--- config.mk ---
export PLATFORM = sky130hd
export DESIGN_NAME = ccc_ram
export DESIGN_NICKNAME = d
export VERILOG_FILES = /design/src/design/ccc_pkg.sv /design/src/design/ccc_ram.sv
export SDC_FILE = /design/constraint.sdc
export NUM_CORES = 1
export LEC_CHECK = 0
export BUFFER_PORTS_ARGS = -buffer_cell sky130_fd_sc_hd__buf_2
export CAP_MARGIN = 20
export CORE_ASPECT_RATIO = 0.7
export CORE_UTILIZATION = 55
export CTS_BUF_LIST = sky130_fd_sc_hd__clkbuf_4 sky130_fd_sc_hd__clkbuf_8 sky130_fd_sc_hd__clkbuf_16
export DETAILED_ROUTE_END_ITERATION = 16
export PLACE_DENSITY_LB_ADDON = 0.3
export SETUP_SLACK_MARGIN = 0.5
export SYNTH_ARGS = -nofsm -noshare
export SYNTH_HDL_FRONTEND = slang
export SYNTH_SLANG_ARGS = --single-unit
--- constraint.sdc ---
create_clock -name clk -period 3.1 [get_ports clk]
set_input_delay 0.62 -clock clk [delete_from_list [all_inputs] [get_ports clk]]
set_output_delay 0.62 -clock clk [all_outputs]
set_load 0.01 [all_outputs]
--- src/design/ccc_pkg.sv ---
package ccc_pkg;

	localparam int unsigned MaxChannelsDefault = 64;
	localparam int unsigned NodeIdBitsDefault  = 8;
	localparam int unsigned FieldBits          = 8;

	typedef enum logic [2:0] {
		KIND_ADD_CHANNEL = 3'd0,
		KIND_ADD_DEP     = 3'd1,
		KIND_REMOVE_DEP  = 3'd2,
		KIND_TEST_DEP    = 3'd3,
		KIND_REACHABLE   = 3'd4,
		KIND_CYCLIC      = 3'd5,
		KIND_HAS_CHANNEL = 3'd6
	} kind_t;

	typedef struct packed {
		logic [2:0] kind;
		logic [FieldBits-1:0] a_from_node;
		logic [FieldBits-1:0] a_to_node;
		logic [FieldBits-1:0] b_from_node;
		logic [FieldBits-1:0] b_to_node;
	} req_t;

	typedef struct packed {
		logic answer;
		logic status;
	} rsp_t;

endpackage

--- src/design/ccc_ram.sv ---
module ccc_ram import ccc_pkg::*; #(
	parameter int unsigned WIDTH = 16,
	parameter int unsigned DEPTH = MaxChannelsDefault,
	parameter int unsigned AW    = $clog2(DEPTH)
) (
	input  logic             clk,
	input  logic             we,
	input  logic [AW-1:0]    waddr,
	input  logic [WIDTH-1:0] wdata,
	input  logic [AW-1:0]    raddr,
	output logic [WIDTH-1:0] rdata
);

	logic [WIDTH-1:0] mem [DEPTH];

	always_ff @(posedge clk) begin
		if (we) begin
			mem[waddr] <= wdata;
		end
		rdata <= mem[raddr];
	end

endmodule
==> results of run 1 <==
==> flip-flops by register name, indices dropped and copies added (netlist names) <==
| name | count |
|---|---|
| mem | 1024 |
| rdata | 16 |
==> worst max-delay path, cell delays in order <==
cell	delay, ns
sky130_fd_sc_hd__buf_8	0.24
sky130_fd_sc_hd__buf_12	0.21
sky130_fd_sc_hd__buf_12	0.21
sky130_fd_sc_hd__buf_12	0.18
sky130_fd_sc_hd__mux4_2	0.50
sky130_fd_sc_hd__a22oi_1	0.76
sky130_fd_sc_hd__a311oi_1	0.20
==> layer usage <==
| layer | GRT usage, % | vias up | part of all wire [%] | wire length (um) |
|---|---|---|---|---|
| li1 | - | 8130 | - | - |
| met4 | 5.88 | 4 | 2.0 | 1870 |
| met2 | 36.8 | 1154 | 44 | 41800 |
| met5 | 0 | - | 0.030 | 28 |
| met1 | 39.5 | 10200 | 40 | 38200 |
| met3 | 9.16 | 137 | 14 | 12900 |
==> worst max path at each step <==
stage,startpoint,endpoint,depth (start not counted)
floorplan,waddr[5],mem[39][0],4
global placement,raddr[0],rdata[14],8
detailed placement,raddr[0],rdata[14],8
CTS,raddr[0],rdata[14],8
global route,raddr[0],rdata[11],7
finish,raddr[0],rdata[11],7
==> kinds of logic (layout without fill, tap and decap cells) <==
group / Yosys count / after routing / synth area share (%)
flip-flops: 1040 / 1040 / 77.6
AND/OR/NAND/NOR: 220 / 220 / 2.65
AO/OA/AOI/OAI: 129 / 129 / 2.41
multiplexers: 336 / 336 / 15.5
buffers and inverters: 104 / 399 / 1.83
other: 0 / 2 / 0
==> Yosys cell counts, types with 12 or more instances <==
cell,number,area share (%)
sky130_fd_sc_hd__a21oi_1,17,0.21
sky130_fd_sc_hd__a221oi_1,16,0.35
sky130_fd_sc_hd__a22oi_1,39,0.73
sky130_fd_sc_hd__buf_2,36,0.45
sky130_fd_sc_hd__buf_4,13,0.24
sky130_fd_sc_hd__buf_6,17,0.48
sky130_fd_sc_hd__clkbuf_1,24,0.22
sky130_fd_sc_hd__dfxtp_1,16,0.80
sky130_fd_sc_hd__edfxtp_1,1024,77
sky130_fd_sc_hd__mux2_2,27,0.76
sky130_fd_sc_hd__mux2i_1,85,2.1
sky130_fd_sc_hd__mux4_2,220,12
sky130_fd_sc_hd__nand2_1,59,0.55
sky130_fd_sc_hd__nand3_1,24,0.30
sky130_fd_sc_hd__nand4_1,12,0.19
sky130_fd_sc_hd__nor2_1,72,0.67
sky130_fd_sc_hd__nor2b_1,30,0.47
==> area by class of cell <==
cell class | instances | area (um2)
Sequential cell | 1040 | 31100
Fill cell | 4818 | 26400
Clock inverter | 42 | 344
Tap cell | 966 | 1210
Clock buffer | 126 | 2650
Multi-Input combinational cell | 685 | 8250
Timing Repair Buffer | 231 | 1860
Antenna cell | 2 | 5.00
==> metrics by stage <==
| step | worst slack (ns) | hold slack [ns] | utilization (%) | TNS [ns] | instances |
|---|---|---|---|---|---|
| global placement | -0.0188 | 0.848 | 59.0 | -0.0188 | 2922 |
| detailed placement | -0.0450 | 0.858 | 59.0 | -0.0483 | 2922 |
| floorplan | 0.522 | 0.719 | - | 0 | 1829 |
| CTS | 0.639 | 0.396 | 63.2 | 0 | 3090 |
| global route | 0.589 | 0.431 | 63.2 | 0 | 3090 |
| finish | 0.624 | 0.448 | 63.2 | 0 | 3092 |
==> cells in the final DEF, fill, tap and decap left out, drive strengths merged, types with 5 or more instances in the layout <==
cell and instances:
o21ai 8, clkinv 35, buf 231, nor2 74, a22o 6, mux2i 85
nand3 24, nor2b 30, nand4 12, edfxtp 1024, a22oi 39, nand2 60
a211o 8, a211oi 8, a21oi 17, mux4 224, mux2 27, and4 5
a311oi 8, dfxtp 16, clkbuf 126, bufinv 6, a41oi 5, a31oi 8
a221oi 16, a221o 6
==> power by group through the flow <==
stage,Clock (W),Combinational [W],Sequential (W)
floorplan,0,0.000806,0.0159
global placement,0,0.00150,0.0159
detailed placement,0,0.00153,0.0159
CTS,0.0115,0.00154,0.0156
global route,0.0120,0.00163,0.0156
finish,0.0113,0.00154,0.0156
==> load_flow_metrics.sql, run 1 <==
INSERT INTO impl_metrics (metric_group, metric, value, unit) VALUES
('logic_synthesis', 'synth_area', '40000', 'um2'),
('worst_setup_path', 'crit_path_max_fanout', '20', ''),
('power', 'power.ir.vdd_worst', '0.485', 'mV'),
('worst_setup_path', 'worst_ep_arrival_time', '2.97', 'ns'),
('route', 'drt-initial-drc-count', '2868', ''),
('worst_setup_path', 'timing.reg2reg.worst_path_depth', '5', ''),
('logic_synthesis', 'mappedNetlistNets', '1859', ''),
('worst_setup_path', 'worst-setup-path-type', 'input pin to register', ''),
('global_routing', 'grt_max_degree', '65', ''),
('route', 'via_per_inst', '6.36', ''),
('worst_setup_path', 'r2r_start', 'mem[30][15]', ''),
('floorplanning', 'core-area', '71800', 'um2'),
('timing', 'tightest_slew', '1.13', 'ns'),
('logic_synthesis', 'postSynth.topFlopCell', 'sky130_fd_sc_hd__edfxtp_1', ''),
('floorplanning', 'floorplan.rows', '82', ''),
('power', 'net-switching-power', '0.00588', 'W'),
('power', 'swShare', '20.6', '%'),
('hold_path', 'min_from', 'raddr[5]', ''),
('job', 'maxCapViolations', '0', ''),
('route', 'drc_errors', '0', ''),
('route', 'final_antenna_net_count', '0', ''),
('clock_tree', 'clk_transition_reported_paths', '0.07', 'ns'),
('route', 'postRouteWirelength', '94.7', 'mm'),
('timing', 'worst_slew_margin_rel', '24.9', '%'),
('timing', 'final_critical_path_required_period', '2.48', 'ns'),
('route', 'vias', '19700', ''),
('clock_tree', 'cts_sinks', '1040', ''),
('clock_tree', 'cts_resized', '0', ''),
('floorplanning', 'start_util', '55.8', '%'),
('timing', 'timing.fmax', '404', 'MHz'),
('logic_synthesis', 'synth_area_per_cell', '21.9', 'um2'),
('route', 'drt_pass1_iterations', '5', ''),
('clock_tree', 'post-cts-setup-buffer-count', '0', ''),
('clock_tree', 'clock_insertion_delay_worst_skew', '0.65', 'ns'),
('power', 'p_clk_share', '39.8', '%'),
('cells_and_area', 'fin_nets', '2082', ''),
('global_routing', 'grt_pass1_vias', '19700', ''),
('timing', 'setup-violations-final', '0', ''),
('logic_synthesis', 'post_synthesis_cell_count', '1829', ''),
('logic_synthesis', 'postSynthRegisterBits', '1040', ''),
('global_routing', 'grt_antenna_before_repair', '4', ''),
('clock_tree', 'clock-root-buffer', 'sky130_fd_sc_hd__clkbuf_16', ''),
('worst_setup_path', 'reg2reg_slack', '1.04', 'ns'),
('clock_tree', 'total_of_hold_buffers_inserted_after_clock_tree_synthesis', '0', ''),
('timing', 'timing.final.crit_share', '79.9', '%'),
('global_routing', 'grt_overflow', '0', ''),
('floorplanning', 'die_h', '228', 'um'),
('placed_design', 'port-buffer-count', '45', ''),
('power', 'pwr_density_cell', '628', 'nW/um2'),
('floorplanning', 'ios', '46', ''),
('power', 'internal_power', '0.0226', 'W'),
('run_status', 'run_status', 'finished, final reports clean', ''),
('logic_synthesis', 'yosys_warnings', '0', ''),
('hold_path', 'timing.hold.worst_endpoint', 'rdata[9]', ''),
('global_routing', 'grt_pass1_wl', '138', 'mm'),
('worst_setup_path', 'worstPathRequired', '3.60', 'ns'),
('hold_path', 'worstHoldPathCells', '3', ''),
('cells_and_area', 'design_area', '45400', 'um2'),
('clock_tree', 'cts_max_level', '3', ''),
('clock_tree', 'tritoncts', 'done', ''),
('worst_setup_path', 'worst_setup_path_start_kind', 'input pin', ''),
('power', 'leakagePower', '14.7', 'nW'),
('logic_synthesis', 'yosysUniqueCellTypes', '43', ''),
('timing', 'final-max-slew-violation-count', '0', ''),
('power', 'power.share.sequential', '54.8', '%'),
('placed_design', 'post-dp-hpwl', '59.3', 'mm'),
('logic_synthesis', 'async_reset_ff_share', '0', '%'),
('hold_path', 'worstHoldPathType', 'input pin to register', ''),
('clock_tree', 'cts_buffer_depth', '3', ''),
('cells_and_area', 'drive_above_1_share', '30.1', '%'),
('logic_synthesis', 'ys_seq_area_share', '77.6', '%');
Power figures use the tool's default switching activity.
==> inputs of run 2 (changes only) <==
Settings changed: ABC_AREA from default to 1.
Clock period 3.1 ns to 2.6 ns, I/O delays scaled along.
==> run 2 against run 1 <==
Compared with the run above: sequential share of layout area decreased by 2.9 points; first-iteration DRC count up 49%; cell area increased by 4.4%; global-route usage up 3.6 points; total power up 23%; die area rose by 5.1%; sequential power increased by 19%; non-clock buffer count is 1 lower; register-to-register slack better by 0.02 ns; highest routed layer unchanged.
==> load_flow_metrics.sql, run 2 <==
INSERT INTO impl_metrics (metric_group, metric, value, unit) VALUES
('run_status', 'run_status', 'finished, final reports clean', ''),
('placed_design', 'gp_congestion', '0.904', ''),
('global_routing', 'grt_pass1_wl', '169', 'mm'),
('floorplanning', 'design.die.area', '77700', 'um2'),
('clock_tree', 'cts_resized', '0', ''),
('timing', 'grt_setup_unrepaired', 'no', ''),
('global_routing', 'grt_use_total', '29.7', '%'),
('clock_tree', 'tritoncts', 'done', ''),
('floorplanning', 'floorplan.rows', '84', ''),
('route', 'routedWlPerCell', '24.4', 'um'),
('logic_synthesis', 'yosys.area.top_type', 'sky130_fd_sc_hd__edfxtp_1', ''),
('global_routing', 'grt_overflow', '0', ''),
('timing', 'setup-violations-final', '0', ''),
('power', 'power.total', '0.0351', 'W'),
('cells_and_area', 'drive_above_1_share', '11.1', '%'),
('job', 'maxCapViolations', '0', ''),
('logic_synthesis', 'synth_area', '42100', 'um2'),
('clock_tree', 'cts_buffer_depth', '3', ''),
('cells_and_area', 'largest_register', 'mem', ''),
('clock_tree', 'clk_transition_reported_paths', '0.07', 'ns'),
('timing', 'tightest_slew', '0.937', 'ns'),
('placed_design', 'post-dp-hpwl', '66.2', 'mm'),
('cells_and_area', 'fillCellCount', '5645', ''),
('clock_tree', 'cts_inserted_buffers', '94', ''),
('logic_synthesis', 'edff_count_synth', '1024', ''),
('cells_and_area', 'multiInputGateArea', '9720', 'um2'),
('logic_synthesis', 'postSynth.topFlopCell', 'sky130_fd_sc_hd__edfxtp_1', ''),
('logic_synthesis', 'mappedNetlistNets', '3547', ''),
('logic_synthesis', 'yosysUniqueCellTypes', '16', ''),
('clock_tree', 'total_of_hold_buffers_inserted_after_clock_tree_synthesis', '0', ''),
('cells_and_area', 'largest_registers', 'mem x1024, rdata x16', ''),
('global_routing', 'grt_pass1_vias', '26100', ''),
('timing', 'worst_slew_margin_rel', '37.5', '%'),
('route', 'postRouteWirelength', '114', 'mm'),
('route', 'drt_pass1_iterations', '6', ''),
('timing', 'timing.clock.skew', '0.0306', 'ns'),
('clock_tree', 'clock-root-buffer', 'sky130_fd_sc_hd__clkbuf_16', ''),
('placed_design', 'port-buffer-count', '45', ''),
('worst_setup_path', 'path_cells', 'buf_2', ''),
('worst_setup_path', 'critical_path.slowest_cell', 'sky130_fd_sc_hd__dfxtp_1', ''),
('cells_and_area', 'layout.cells.most_common', 'sky130_fd_sc_hd__nand2_1', ''),
('worst_setup_path', 'worst-setup-path-type', 'register to output pin', ''),
('clock_tree', 'cts_max_level', '3', ''),
('worst_setup_path', 'crit_path_max_incr_delay', '0.53', 'ns'),
('cells_and_area', 'largest_register_ffs', '1024', ''),
('worst_setup_path', 'crit_path_depth', '1', ''),
('route', 'final_antenna_net_count', '0', ''),
('timing', 'fin_tns_setup', '0', 'ns'),
('route', 'via_per_inst', '5.99', ''),
('power', 'power.ir.vdd_worst', '0.462', 'mV'),
('logic_synthesis', 'postSynthRegisterBits', '1040', ''),
('worst_setup_path', 'crit_path_max_fanout', '1', ''),
('logic_synthesis', 'ys_top_cells_by_area', 'sky130_fd_sc_hd__edfxtp_1, sky130_fd_sc_hd__nand2_1, sky130_fd_sc_hd__nand3_1, sky130_fd_sc_hd__buf_2, sky130_fd_sc_hd__buf_6', ''),
('timing', 'hold_viol_final', '0', ''),
('timing', 'final_critical_path_required_period', '1.93', 'ns'),
('cells_and_area', 'fin_nets', '3648', ''),
('worst_setup_path', 'worst_ep_arrival_time', '1.41', 'ns'),
('worst_setup_path', 'worst_setup_path_start_kind', 'register', ''),
('floorplanning', 'ios', '46', ''),
('floorplanning', 'die_x', '333', 'um'),
('worst_setup_path', 'worst-path-buf-inv', '1', ''),
('logic_synthesis', 'async_reset_ff_share', '0', '%'),
('worst_setup_path', 'critical_path.endpoint_type', 'output pin', ''),
('clock_tree', 'post-cts-setup-buffer-count', '0', ''),
('hold_path', 'worstHoldPathCells', '1', ''),
('logic_synthesis', 'synth_area_per_cell', '12.0', 'um2'),
('logic_synthesis', 'ys_seq_area_share', '73.8', '%'),
('global_routing', 'grt_antenna_before_repair', '5', ''),
('power', 'pwr_density_cell', '741', 'nW/um2'),
('logic_synthesis', 'synth_commonest_cells', 'sky130_fd_sc_hd__nand2_1, sky130_fd_sc_hd__edfxtp_1, sky130_fd_sc_hd__nand3_1, sky130_fd_sc_hd__buf_2, sky130_fd_sc_hd__nor2_1', ''),
('worst_setup_path', 'worstPathRequired', '2.08', 'ns'),
('clock_tree', 'clock_insertion_delay_worst_skew', '0.67', 'ns'),
('cells_and_area', 'final_cell_mix', 'sky130_fd_sc_hd__nand2_1, sky130_fd_sc_hd__edfxtp_1, sky130_fd_sc_hd__nand3_1', ''),
('worst_setup_path', 'critPathTopFamily', 'flip-flops', ''),
('route', 'vias', '28100', ''),
('logic_synthesis', 'library_cell_with_the_highest_instance_count_after_synthesis', 'sky130_fd_sc_hd__nand2_1', ''),
('floorplanning', 'core-area', '75500', 'um2'),
('route', 'drt-initial-drc-count', '4269', ''),
('logic_synthesis', 'post_synthesis_cell_count', '3517', ''),
('placed_design', 'pre_cts_ws', '0.0123', 'ns'),
('hold_path', 'worstHoldPathType', 'input pin to register', ''),
('logic_synthesis', 'yosys_warnings', '0', ''),
('timing', 'final-max-slew-violation-count', '0', ''),
('timing', 'timing.fmax', '519', 'MHz'),
('route', 'drc_errors', '0', ''),
('floorplanning', 'start_util', '55.8', '%'),
('worst_setup_path', 'timing.reg2reg.worst_path_depth', '8', ''),
('timing', 'final_critical_path_setup_slack', '0.674', 'ns'),
('power', 'leakagePower', '17.2', 'nW'),
('cells_and_area', 'final-seq-area', '31100', 'um2'),
('global_routing', 'grt_max_degree', '96', ''),
('cells_and_area', 'syn_to_layout_area_delta', '12.5', '%'),
('clock_tree', 'cts_sinks', '1040', ''),
('floorplanning', 'die_h', '233', 'um'),
('logic_synthesis', 'synthDominantCellAreaShare', '73.0', '%'),
('timing', 'timing.final.crit_share', '74.1', '%');
## run 2: cell type report
| cell class | count | area share [%] |
|---|---|---|
| antenna | 3 | 0.0158 |
| inverter | 12 | 0.158 |
| clock buffer | 119 | 5.49 |
| sequential | 1040 | 65.6 |
| timing repair buffer | 230 | 4.56 |
| tap | 989 | 2.61 |
| clock inverter | 51 | 1.07 |
| multi-input combinational | 2240 | 20.5 |
## run 2: final timing paths
check / from / end / slack, ns
worst min register to register: mem[40][14] / rdata[14] / 0.81
worst max-delay path: rdata[4] / rdata[4] / 0.67
worst max register to register: mem[19][7] / rdata[7] / 1.06
worst min-delay path: wdata[2] / mem[11][2] / 0.34
## run 2: logic make-up after synthesis
kind of cell,share of synthesized area [%]
AND/OR/NAND/NOR,22.7
flip-flops,73.8
buffers and inverters,3.54
## run 2: stage by stage
step                      utilization [%]  cell area (um2)  instances  hold slack, ns
after floorplan                         -            42200       3517           0.619
after global placement               58.6            44200       4510           0.800
after detailed placement             58.7            44300       4511           0.800
after CTS                            62.8            47400       4681           0.312
after global routing                 62.8            47400       4681           0.317
final                                62.8            47400       4684           0.340
## run 2: layer usage
layer  wire length (um)  global-route usage, %
met4               2690                   7.48
met3              15600                   8.38
met5                 42                      0
met2              48000                   41.8
met1              47900                   45.3
## run 2: power by group
part / switching (W) / internal, W / leakage (nW)
clock network: 0.00603 / 0.00807 / 1.56
registers: 0.0000870 / 0.0185 / 9.35
logic: 0.00175 / 0.000628 / 6.34
total: 0.00787 / 0.0272 / 17.2
